## config.mk

```make
export PLATFORM = sky130hd
export DESIGN_NAME = line_then_length_prefix_deframer_core
export DESIGN_NICKNAME = d
export VERILOG_FILES = /design/src/rtl/lpdf_pkg.sv /design/src/rtl/lpdf_step.sv /design/src/rtl/line_then_length_prefix_deframer_core.sv
export SDC_FILE = /design/constraint.sdc
export NUM_CORES = 1
export LEC_CHECK = 0
export BUFFER_PORTS_ARGS = -buffer_cell sky130_fd_sc_hd__buf_2
export CAP_MARGIN = 20
export CORE_UTILIZATION = 46
export CTS_CLUSTER_SIZE = 10
export DETAILED_ROUTE_END_ITERATION = 7
export GPL_TIMING_DRIVEN = 0
export PLACE_DENSITY = 0.79
export SETUP_SLACK_MARGIN = 0.05
export SYNTH_ARGS = -nofsm -noshare
export SYNTH_HDL_FRONTEND = slang
export SYNTH_SLANG_ARGS = --single-unit
```

## constraint.sdc

```tcl
create_clock -name i_clk -period 4.4 [get_ports i_clk]
set_clock_uncertainty 0.05 [all_clocks]
set_input_delay 0.22 -clock i_clk [delete_from_list [all_inputs] [get_ports i_clk]]
set_output_delay 0.22 -clock i_clk [all_outputs]
set_load 0.005 [all_outputs]
```

## src/rtl/lpdf_pkg.sv

```systemverilog
package lpdf_pkg;

    localparam logic [7:0]  CHAR_LF         = 8'h0A;
    localparam logic [7:0]  CHAR_CR         = 8'h0D;
    localparam logic [3:0]  KW_LEN          = 4'd10;
    localparam logic [15:0] FRAME_LIMIT_RST = 16'd1024;

    typedef enum logic [1:0] {
        HDR_LOW     = 2'd0,
        HDR_HIGH    = 2'd1,
        HDR_PAYLOAD = 2'd2
    } t_hdr_phase;

    typedef struct packed {
        logic         binary_mode;
        logic [3:0]   kw_matched;
        logic         kw_failed;
        t_hdr_phase   phase;
        logic [7:0]   length_low;
        logic [15:0]  bytes_left;
    } t_parse_state;

    typedef struct packed {
        logic        valid;
        logic        has_data;
        logic [7:0]  data;
        logic        eom;
    } t_parse_result;

    // Characters of the keyword that switches to binary mode
    function automatic logic [7:0] kw_char(input logic [3:0] idx);
        logic [7:0] c;
        unique case (idx)
            4'd0:    c = 8'h42;
            4'd1:    c = 8'h49;
            4'd2:    c = 8'h4E;
            4'd3:    c = 8'h41;
            4'd4:    c = 8'h52;
            4'd5:    c = 8'h59;
            4'd6:    c = 8'h4D;
            4'd7:    c = 8'h4F;
            4'd8:    c = 8'h44;
            4'd9:    c = 8'h45;
            default: c = 8'h00;
        endcase
        return c;
    endfunction

endpackage

```

## src/rtl/lpdf_step.sv

```systemverilog
module lpdf_step
    import lpdf_pkg::*;
(
    input  t_parse_state  i_state,
    input  logic [7:0]    i_byte,
    input  logic [15:0]   i_frame_limit,
    output t_parse_state  o_state,
    output t_parse_result o_result
);

    logic [15:0] len;
    logic        last;

    assign len  = {i_byte, i_state.length_low};
    assign last = (i_state.bytes_left[15:1] == 15'd0);

    always_comb begin
        o_state  = i_state;
        o_result = '0;
        if (!i_state.binary_mode) begin
            priority if (i_byte == CHAR_LF) begin
                // drop line feeds
            end else if (i_byte == CHAR_CR) begin
                o_result.valid = 1'b1;
                o_result.eom   = 1'b1;
                if (!i_state.kw_failed && i_state.kw_matched == KW_LEN) begin
                    o_state.binary_mode = 1'b1;
                    o_state.phase       = HDR_LOW;
                    o_state.bytes_left  = 16'd0;
                end
                o_state.kw_matched = 4'd0;
                o_state.kw_failed  = 1'b0;
            end else begin
                if (!i_state.kw_failed && i_state.kw_matched < KW_LEN &&
                    i_byte == kw_char(i_state.kw_matched)) begin
                    o_state.kw_matched = i_state.kw_matched + 4'd1;
                end else begin
                    o_state.kw_failed = 1'b1;
                end
                o_result.valid    = 1'b1;
                o_result.has_data = 1'b1;
                o_result.data     = i_byte;
            end
        end else begin
            unique case (i_state.phase)
                HDR_HIGH: begin
                    o_state.phase = HDR_LOW;
                    if (len > i_frame_limit) begin
                        // drop oversized header, read a new one
                    end else if (len == 16'd0) begin
                        o_result.valid = 1'b1;
                        o_result.eom   = 1'b1;
                    end else begin
                        o_state.bytes_left = len;
                        o_state.phase      = HDR_PAYLOAD;
                    end
                end
                HDR_PAYLOAD: begin
                    o_result.valid    = 1'b1;
                    o_result.has_data = 1'b1;
                    o_result.data     = i_byte;
                    o_result.eom      = last;
                    if (last) begin
                        o_state.bytes_left = 16'd0;
                        o_state.phase      = HDR_LOW;
                    end else begin
                        o_state.bytes_left = i_state.bytes_left - 16'd1;
                    end
                end
                default: begin
                    o_state.length_low = i_byte;
                    o_state.phase      = HDR_HIGH;
                end
            endcase
        end
    end

endmodule

```

## src/rtl/line_then_length_prefix_deframer_core.sv

```systemverilog
// Line / length-prefixed deframer.
// Input channel: one received byte per word on i_rx_byte, handshake
// i_in_valid / o_in_stall. Output channel: one result word with
// o_has_data, o_payload_byte and o_end_of_message, handshake o_out_valid /
// i_out_stall. A byte that produces no result (a line feed in text mode,
// a binary header byte not ending a zero length) is consumed silently.
// The block starts in text mode: CR ends a message, LF is dropped, other
// bytes pass through. A line reading BINARYMODE switches to binary mode
// until reset; there each message is a little-endian 16-bit length plus
// that many bytes. Lengths above the frame limit (i_cfg_we / i_cfg_data,
// reset value 1024) drop the header.
// A byte sits in the input register and is parsed into the output register
// once that register is free; the result is then held there until taken.
// One byte is accepted every cycle while the receiver does not stall; the
// parse state is updated once per byte by a single level of logic.
// Reset (synchronous, active low) returns to text mode, empties both
// registers and restores the frame limit. While the receiver stalls with a
// result pending, one more byte is held in the input register and the input
// then stalls; no word is lost.
module line_then_length_prefix_deframer_core
    import lpdf_pkg::*;
(
    input  logic        i_clk,
    input  logic        i_rst_n,
    input  logic        i_cfg_we,
    input  logic [15:0] i_cfg_data,
    input  logic        i_in_valid,
    output logic        o_in_stall,
    input  logic [7:0]  i_rx_byte,
    output logic        o_out_valid,
    input  logic        i_out_stall,
    output logic        o_has_data,
    output logic [7:0]  o_payload_byte,
    output logic        o_end_of_message
);

    logic [15:0]   r_frame_limit;
    logic          r_in_valid;
    logic [7:0]    r_in_byte;
    t_parse_state  r_state;
    t_parse_state  n_state;
    t_parse_result n_result;
    logic          r_out_valid;
    logic          r_has_data;
    logic [7:0]    r_payload_byte;
    logic          r_eom;
    logic          out_free;
    logic          advance;

    assign out_free   = !r_out_valid || !i_out_stall;
    assign advance    = r_in_valid && out_free;
    assign o_in_stall = r_in_valid && !out_free;

    lpdf_step u_step (
        .i_state       (r_state),
        .i_byte        (r_in_byte),
        .i_frame_limit (r_frame_limit),
        .o_state       (n_state),
        .o_result      (n_result)
    );

    always_ff @(posedge i_clk) begin
        if (!i_rst_n) begin
            r_frame_limit <= FRAME_LIMIT_RST;
        end else if (i_cfg_we) begin
            r_frame_limit <= i_cfg_data;
        end
    end

    always_ff @(posedge i_clk) begin
        if (!i_rst_n) begin
            r_in_valid <= 1'b0;
        end else if (!o_in_stall) begin
            r_in_valid <= i_in_valid;
        end
    end

    always_ff @(posedge i_clk) begin
        if (!o_in_stall && i_in_valid) begin
            r_in_byte <= i_rx_byte;
        end
    end

    always_ff @(posedge i_clk) begin
        if (!i_rst_n) begin
            r_state <= '0;
        end else if (advance) begin
            r_state <= n_state;
        end
    end

    always_ff @(posedge i_clk) begin
        if (!i_rst_n) begin
            r_out_valid <= 1'b0;
        end else if (out_free) begin
            r_out_valid <= advance && n_result.valid;
        end
    end

    // load a new result only when the old one has gone
    always_ff @(posedge i_clk) begin
        if (advance && n_result.valid) begin
            r_has_data     <= n_result.has_data;
            r_payload_byte <= n_result.data;
            r_eom          <= n_result.eom;
        end
    end

    assign o_out_valid      = r_out_valid;
    assign o_has_data       = r_has_data;
    assign o_payload_byte   = r_payload_byte;
    assign o_end_of_message = r_eom;

endmodule

```

==> flow_metrics.env, run 1 <==
export IMPL_status="completed"
export IMPL_syn2layout_area_growth_pct=14.5
export IMPL_layout_drive_gt1_share=0.146
export IMPL_routed_wirelength_um=10500
export IMPL_crit_chain="ha_1, a21oi_1, nand2_1, a211oi_1, a31oi_1, nand3b_1, a2111oi_2, buf_2"
export IMPL_async_reset_ff_frac=0
export IMPL_grt_pass1_vias=3511
export IMPL_worstReg2RegEnd="o_payload_byte[0]$_DFFE_PP_"
export IMPL_pin_count=41
export IMPL_cp_arrival_ns=3.60
export IMPL_worst_r2r_setup_slack_ns=0.81
export IMPL_dieWidth_um=96.2
export IMPL_startpoint_type="register"
export IMPL_power_w=0.00143
export IMPL_layout_common_cells="dfxtp_1 (56), nor2_1 (55), buf_2 (43), inv_1 (35), mux2i_1 (25)"
export IMPL_first_iter_violations=322
export IMPL_clk_latency_ns=0.35
export IMPL_cp_end_kind="register"
export IMPL_min_delay_start="i_cfg_data[4]"
export IMPL_dieArea_um2=9260
export IMPL_ys_seq_elements=74
export IMPL_rsz0062_at_grt="false"
export IMPL_numCtsBuffers=9
export IMPL_cts_resized=0
export IMPL_cpPeakStageDelay_ns=0.66
export IMPL_grt_pass1_wl_um=16900
export IMPL_dp_cells=598
export IMPL_antenna_found_initial=0
export IMPL_finalMaxSlewViolations=0
export IMPL_cap_violations=0
export IMPL_r2r_start="r_in_byte[6]$_DFFE_PP_"
export IMPL_io_buffers=38
export IMPL_firstDrtPassIters=7
export IMPL_finalNonFillerCells=622
export IMPL_setup_viol_count_final=0
export IMPL_finalHoldViolCount=0
export IMPL_cp_required_ns=4.40
export IMPL_worstHoldEndpoint="r_frame_limit[4]$_SDFFE_PN0P_"
export IMPL_relSlewSlack=0.433
export IMPL_critPathSlowestCell="a2111oi_2"
export IMPL_synth_ff_type="dfxtp_1"
export IMPL_yosysTopAreaCell="dfxtp_1"
export IMPL_post_cts_buffers=0
export IMPL_path_max_fanout=8
export IMPL_worstSetupPathType="register to register"
export IMPL_core_area_um2=8680
export IMPL_final_setup_tns_ns=0
export IMPL_fin_area_um2=4680
export IMPL_hpwl_um=7550
export IMPL_drc_errors=0
export IMPL_place_area_um2=4420
export IMPL_critPathTopFamily="compound AO/OA/AOI/OAI gates"
export IMPL_final_common_cell="dfxtp_1"
export IMPL_dr_total_vias=3700
export IMPL_grt_ovfl_total=0
export IMPL_synth_area_leaders="dfxtp_1 (27%), edfxtp_1 (13%), ha_1 (7.4%)"
export IMPL_cts_sinks=74
export IMPL_syn_nets=504
export IMPL_min_path_type="input pin to register"
export IMPL_die_y_um=96.2
export IMPL_fin_crit_ns=3.59
export IMPL_worstRegToRegCells=8
export IMPL_grt_use_total=0.243
export IMPL_syn_area_per_cell_um2=9.06
export IMPL_synth_cells=451
export IMPL_synth_edf_count=18
export IMPL_htreeDepth=3
export IMPL_min_path_cells=3
export IMPL_critPathBufInv=1
export IMPL_fin_crit_sh=0.817
export IMPL_yosys_cell_types_count=66
export IMPL_cts_max_path_buffers=2
export IMPL_nets=562
export IMPL_start_util=0.471
export IMPL_synth_area_um2=4080
export IMPL_p_leak_nw=1.89
export IMPL_fmax_mhz=278
export IMPL_cts_root_buf="clkbuf_8"
export IMPL_worst_pin_slew_ns=0.845
export IMPL_cellPowerDensity_nw_per_um2=305
export IMPL_rows=34
export IMPL_n_antenna_cell=0
export IMPL_wire_per_inst_um=16.9
export IMPL_cts_tree="yes"
export IMPL_antenna_left=0
export IMPL_ys_seq_area_frac=0.407
export IMPL_ir_drop_uv=221
export IMPL_place_congestion=1.01
export IMPL_yosysWarnings=0
export IMPL_grt_max_degree=15
export IMPL_synth_top_cell_area_share=0.275
export IMPL_clkTransAtPathRegs_ns=0.08
export IMPL_routed_via_density=5.95
==> synth_stat cells (all sizes together) (3+ instances only) <==
cell    count
inv        35
o32ai       5
buf         5
and4        6
nor3       16
nand3b      3
mux2i      25
edfxtp     18
a32o        3
xor2        5
ha         24
and2        6
a31oi       4
nand4       7
a211oi      6
a31o        3
xnor2       6
o22ai       6
a21oi      13
o211ai      3
and3        4
clkbuf     16
dfxtp      56
nand2      24
nand3      16
nor2       55
nor4       12
or3         5
nor2b       8
nor3b       3
o21ai      18
==> layout make-up <==
| cell class | instances | area, um2 |
|---|---|---|
| fillers | 796 | 4000 |
| multi-input cells | 320 | 2200 |
| flip-flops and latches | 74 | 1660 |
| repair buffers | 47 | 275 |
| inverters | 36 | 135 |
| well taps | 108 | 135 |
| clock buffers | 9 | 124 |
| plain buffers | 21 | 92.6 |
| clock inverters | 7 | 52.6 |
==> flip-flops by register name (all words and copies together) (netlist names), named ones only <==
name / flops
r_in_byte: 8
o_end_of_message: 1
r_frame_limit: 16
r_state: 32
r_in_valid: 1
o_has_data: 1
o_out_valid: 1
o_payload_byte: 8
==> power by group <==
group / switching, W / total [W] / leakage, nW / internal, W
logic: 0.000101 / 0.000178 / 1.18 / 0.0000768
clock network: 0.000278 / 0.000486 / 0.0827 / 0.000208
registers: 0.0000333 / 0.000764 / 0.624 / 0.000731
==> tightest hold or removal path: stages <==
cell	delay, ns
buf_2	0.08
mux2i_1	0.05
nor2_1	0.07
==> metrics by stage <==
stage | setup slack, ns | hold WS, ns | util
finish | 0.807 | 0.0473 | 0.539
global route | 0.643 | 0.0468 | 0.539
detailed placement | 0.905 | 0.348 | 0.509
global placement | -0.911 | 0.348 | 0.508
CTS | 0.877 | 0.0352 | 0.539
floorplan | 0.322 | 0.269 | -
==> layer usage <==
| metal | GRT usage | wire length [um] | vias to the layer above |
|---|---|---|---|
| met5 | 0 | 0 | - |
| met4 | 0.0933 | 247 | 0 |
| met3 | 0.0434 | 668 | 29 |
| met2 | 0.414 | 5070 | 154 |
| met1 | 0.304 | 4550 | 1759 |
| li1 | - | - | 1758 |
==> kinds of logic (layout without fill, tap and decap cells) <==
family / Yosys count / in the layout / synth area share
flops: 74 / 74 / 0.407
xor+xnor: 11 / 11 / 0.0236
compound gates: 86 / 86 / 0.153
buf+inv: 57 / 120 / 0.0558
mux: 25 / 25 / 0.0613
simple gates: 174 / 174 / 0.226
fa+ha+maj: 24 / 24 / 0.0735
==> how the worst max path moves through the flow <==
stage	startpoint	end	slack [ns]	depth (start not counted)
3_5_place_dp	r_in_byte[6]$_DFFE_PP_	o_payload_byte[0]$_DFFE_PP_	0.90	8
6_report	r_in_byte[6]$_DFFE_PP_	o_payload_byte[0]$_DFFE_PP_	0.81	8
2_1_floorplan	r_in_byte[6]$_DFFE_PP_	o_end_of_message$_DFFE_PP_	0.32	7
5_1_grt	r_in_byte[6]$_DFFE_PP_	o_payload_byte[0]$_DFFE_PP_	0.64	8
3_3_place_gp	r_in_byte[6]$_DFFE_PP_	o_payload_byte[0]$_DFFE_PP_	-0.91	7
4_1_cts	r_in_byte[6]$_DFFE_PP_	o_payload_byte[3]$_DFFE_PP_	0.88	8
==> timing repair <==
item,CTS,global route
hold buffers,8,0
endpoints found under the setup margin,0,0
hold endpoints to repair,8,0
Note: power is estimated with default switching activity, not from simulation.
==> run 2, diff against run 1 <==
Settings changed: PLACE_DENSITY 0.79 to 0.77.
Clock period 4.4 ns to 3.5 ns, I/O delays scaled along.
==> run 2 against run 1 <==
  * Wire length grew 1.6%
  * Clock-buffer cell count is 2 higher
  * The flow now finishes with violations (negative hold slack)
  * First-iteration DRC count shrank 30%
==> flow_metrics.env, run 2 (same netlist as run 1, synthesis figures left out) <==
export IMPL_worstSetupPathType="register to register"
export IMPL_drc_errors=0
export IMPL_cts_tree="yes"
export IMPL_worst_pin_slew_ns=0.838
export IMPL_reg_top3="r_state (32), r_frame_limit (16)"
export IMPL_cellPowerDensity_nw_per_um2=397
export IMPL_finalMaxSlewViolations=0
export IMPL_ir_drop_uv=295
export IMPL_maxUsedRoutingLayer="met4"
export IMPL_min_path_type="input pin to register"
export IMPL_swShare=0.281
export IMPL_io_buffers=38
export IMPL_path_max_fanout=8
export IMPL_htreeDepth=3
export IMPL_rows=34
export IMPL_clkPwrFrac=0.374
export IMPL_place_area_um2=4420
export IMPL_status="complete, but fails checks"
export IMPL_cts_sinks=74
export IMPL_cap_violations=0
export IMPL_setup_viol_count_final=0
export IMPL_crit_chain="ha_1, nand4_1, nor4_4, and2_1, a31oi_1, nand3b_1, a2111oi_4, clkbuf_4"
export IMPL_dieArea_um2=9260
export IMPL_relSlewSlack=0.438
export IMPL_cpPeakStageDelay_ns=0.53
export IMPL_dr_total_vias=3712
export IMPL_fillCellCount=811
export IMPL_grt_pass1_vias=3752
export IMPL_dr_wl_met3_um=800
export IMPL_final_setup_tns_ns=0
export IMPL_holdWs_ns=-0.00132
export IMPL_clkTransAtPathRegs_ns=0.09
export IMPL_wl_met2_um=5080
export IMPL_violations="negative hold slack"
export IMPL_final_common_cell="dfxtp_1"
export IMPL_n_antenna_cell=0
export IMPL_start_util=0.471
export IMPL_routed_via_density=5.90
export IMPL_fin_ws_ns=0.207
export IMPL_routed_wirelength_um=10700
export IMPL_cts_max_path_buffers=2
export IMPL_nets=569
export IMPL_cts_root_buf="clkbuf_8"
export IMPL_wire_per_inst_um=17.0
export IMPL_rsz0062_at_grt="false"
export IMPL_hpwl_um=7500
export IMPL_critPathBufInv=1
export IMPL_cp_arrival_ns=3.31
export IMPL_antenna_left=0
export IMPL_layout_drive_gt1_share=0.154
export IMPL_dp_slack_ns=-0.110
export IMPL_die_y_um=96.2
export IMPL_first_iter_violations=225
export IMPL_fin_crit_ns=3.29
export IMPL_layout_common_cells="dfxtp_1 (56), nor2_1 (55), buf_2 (42), inv_1 (35), mux2i_1 (25)"
export IMPL_worst_r2r_setup_slack_ns=0.21
export IMPL_pwr_share_comb=0.126
export IMPL_syn2layout_area_growth_pct=17.8
export IMPL_intPower_w=0.00137
export IMPL_core_area_um2=8680
export IMPL_grt_use_total=0.256
export IMPL_place_congestion=0.914
export IMPL_cp_end_kind="register"
export IMPL_largest_reg_flops=32
export IMPL_critPathSlowestCell="edfxtp_1"
export IMPL_cp_required_ns=3.52
export IMPL_grt_max_degree=15
export IMPL_finalHoldViolCount=1
export IMPL_dieWidth_um=96.2
export IMPL_pin_count=41
export IMPL_critPathTopFamily="simple AND/OR/NAND/NOR gates"
export IMPL_finalCoreUtilization=0.554
export IMPL_grt_pass1_wl_um=17800
export IMPL_grt_ovfl_total=0
export IMPL_dp_cells=598
export IMPL_fin_area_um2=4810
export IMPL_fmax_mhz=304
export IMPL_top_register="r_state"
export IMPL_wl_met1_um=4520
export IMPL_firstDrtPassIters=5
export IMPL_p_leak_nw=1.96
export IMPL_antenna_found_initial=0
export IMPL_clk_latency_ns=0.36
export IMPL_numCtsBuffers=9
export IMPL_finalNonFillerCells=629
export IMPL_p_sw_w=0.000536
export IMPL_startpoint_type="register"
export IMPL_p_seq_frac=0.500
export IMPL_fin_crit_sh=0.941
[run 2: cell types whose count changed in the layout (fill, tap and decap cells not counted), moves of 2 or more]
cell	change
dlygate4sd3_1	+4
inv_6	+2
clkbuf_16	+2
clkinvlp_4	-3
buf_4	+3
[run 2: repair_timing]
item,4_1_cts,5_1_grt
pin swaps,0,1
setup buffers,0,3
hold endpoints to repair,12,0
setup endpoints to repair,8,15
hold buffers,12,0
gates resized for setup,2,3
[run 2: final cells by class]
cell class | instances | area, um2 | share of cell area
Clock inverter | 5 | 37.5 | 0.00780
Inverter | 36 | 135 | 0.0281
Timing Repair Buffer | 54 | 340 | 0.0708
Buffer | 21 | 92.6 | 0.0193
Tap cell | 108 | 135 | 0.0281
Clock buffer | 11 | 174 | 0.0362
Sequential cell | 74 | 1660 | 0.345
Multi-Input combinational cell | 320 | 2230 | 0.464
[run 2: worst reg2reg max path, delay by kind of cell (launching register included)]
family | cells | cell delay, ns
compound gates | 2 | 0.57
fa+ha+maj | 1 | 0.38
buf+inv | 1 | 0.32
flops | 1 | 0.53
simple gates | 4 | 1.15
[run 2: power by group through the flow]
stage / Combinational [W] / Sequential [W] / Clock, W
after floorplan: 0.000152 / 0.000965 / 0
after global placement: 0.000202 / 0.000977 / 0
after detailed placement: 0.000212 / 0.000980 / 0
after CTS: 0.000226 / 0.000960 / 0.000715
after global routing: 0.000265 / 0.000959 / 0.000754
final: 0.000241 / 0.000954 / 0.000714
[run 2: layer usage]
layer | vias to the layer above | track usage
li1 | 1774 | -
met5 | - | 0
met3 | 28 | 0.0592
met1 | 1766 | 0.316
met4 | 0 | 0.139
met2 | 144 | 0.411
[run 2: worst paths after layout]
check,startpoint,end,cells past startpoint
setup / recovery,r_in_byte[7]$_DFFE_PP_,o_payload_byte[0]$_DFFE_PP_,8
hold reg to reg,r_state[11]$_SDFFE_PN0P_,r_state[11]$_SDFFE_PN0P_,2
setup reg to reg,r_in_byte[7]$_DFFE_PP_,o_payload_byte[0]$_DFFE_PP_,8
hold / removal,i_cfg_data[12],r_frame_limit[12]$_SDFFE_PN0P_,3
[run 2: per-stage QoR]
step	total power (W)	hold slack [ns]
after floorplan	0.00112	0.224
after global placement	0.00118	0.302
after detailed placement	0.00119	0.303
after CTS	0.00190	0.000172
after global routing	0.00198	0.00759
final	0.00191	-0.00132
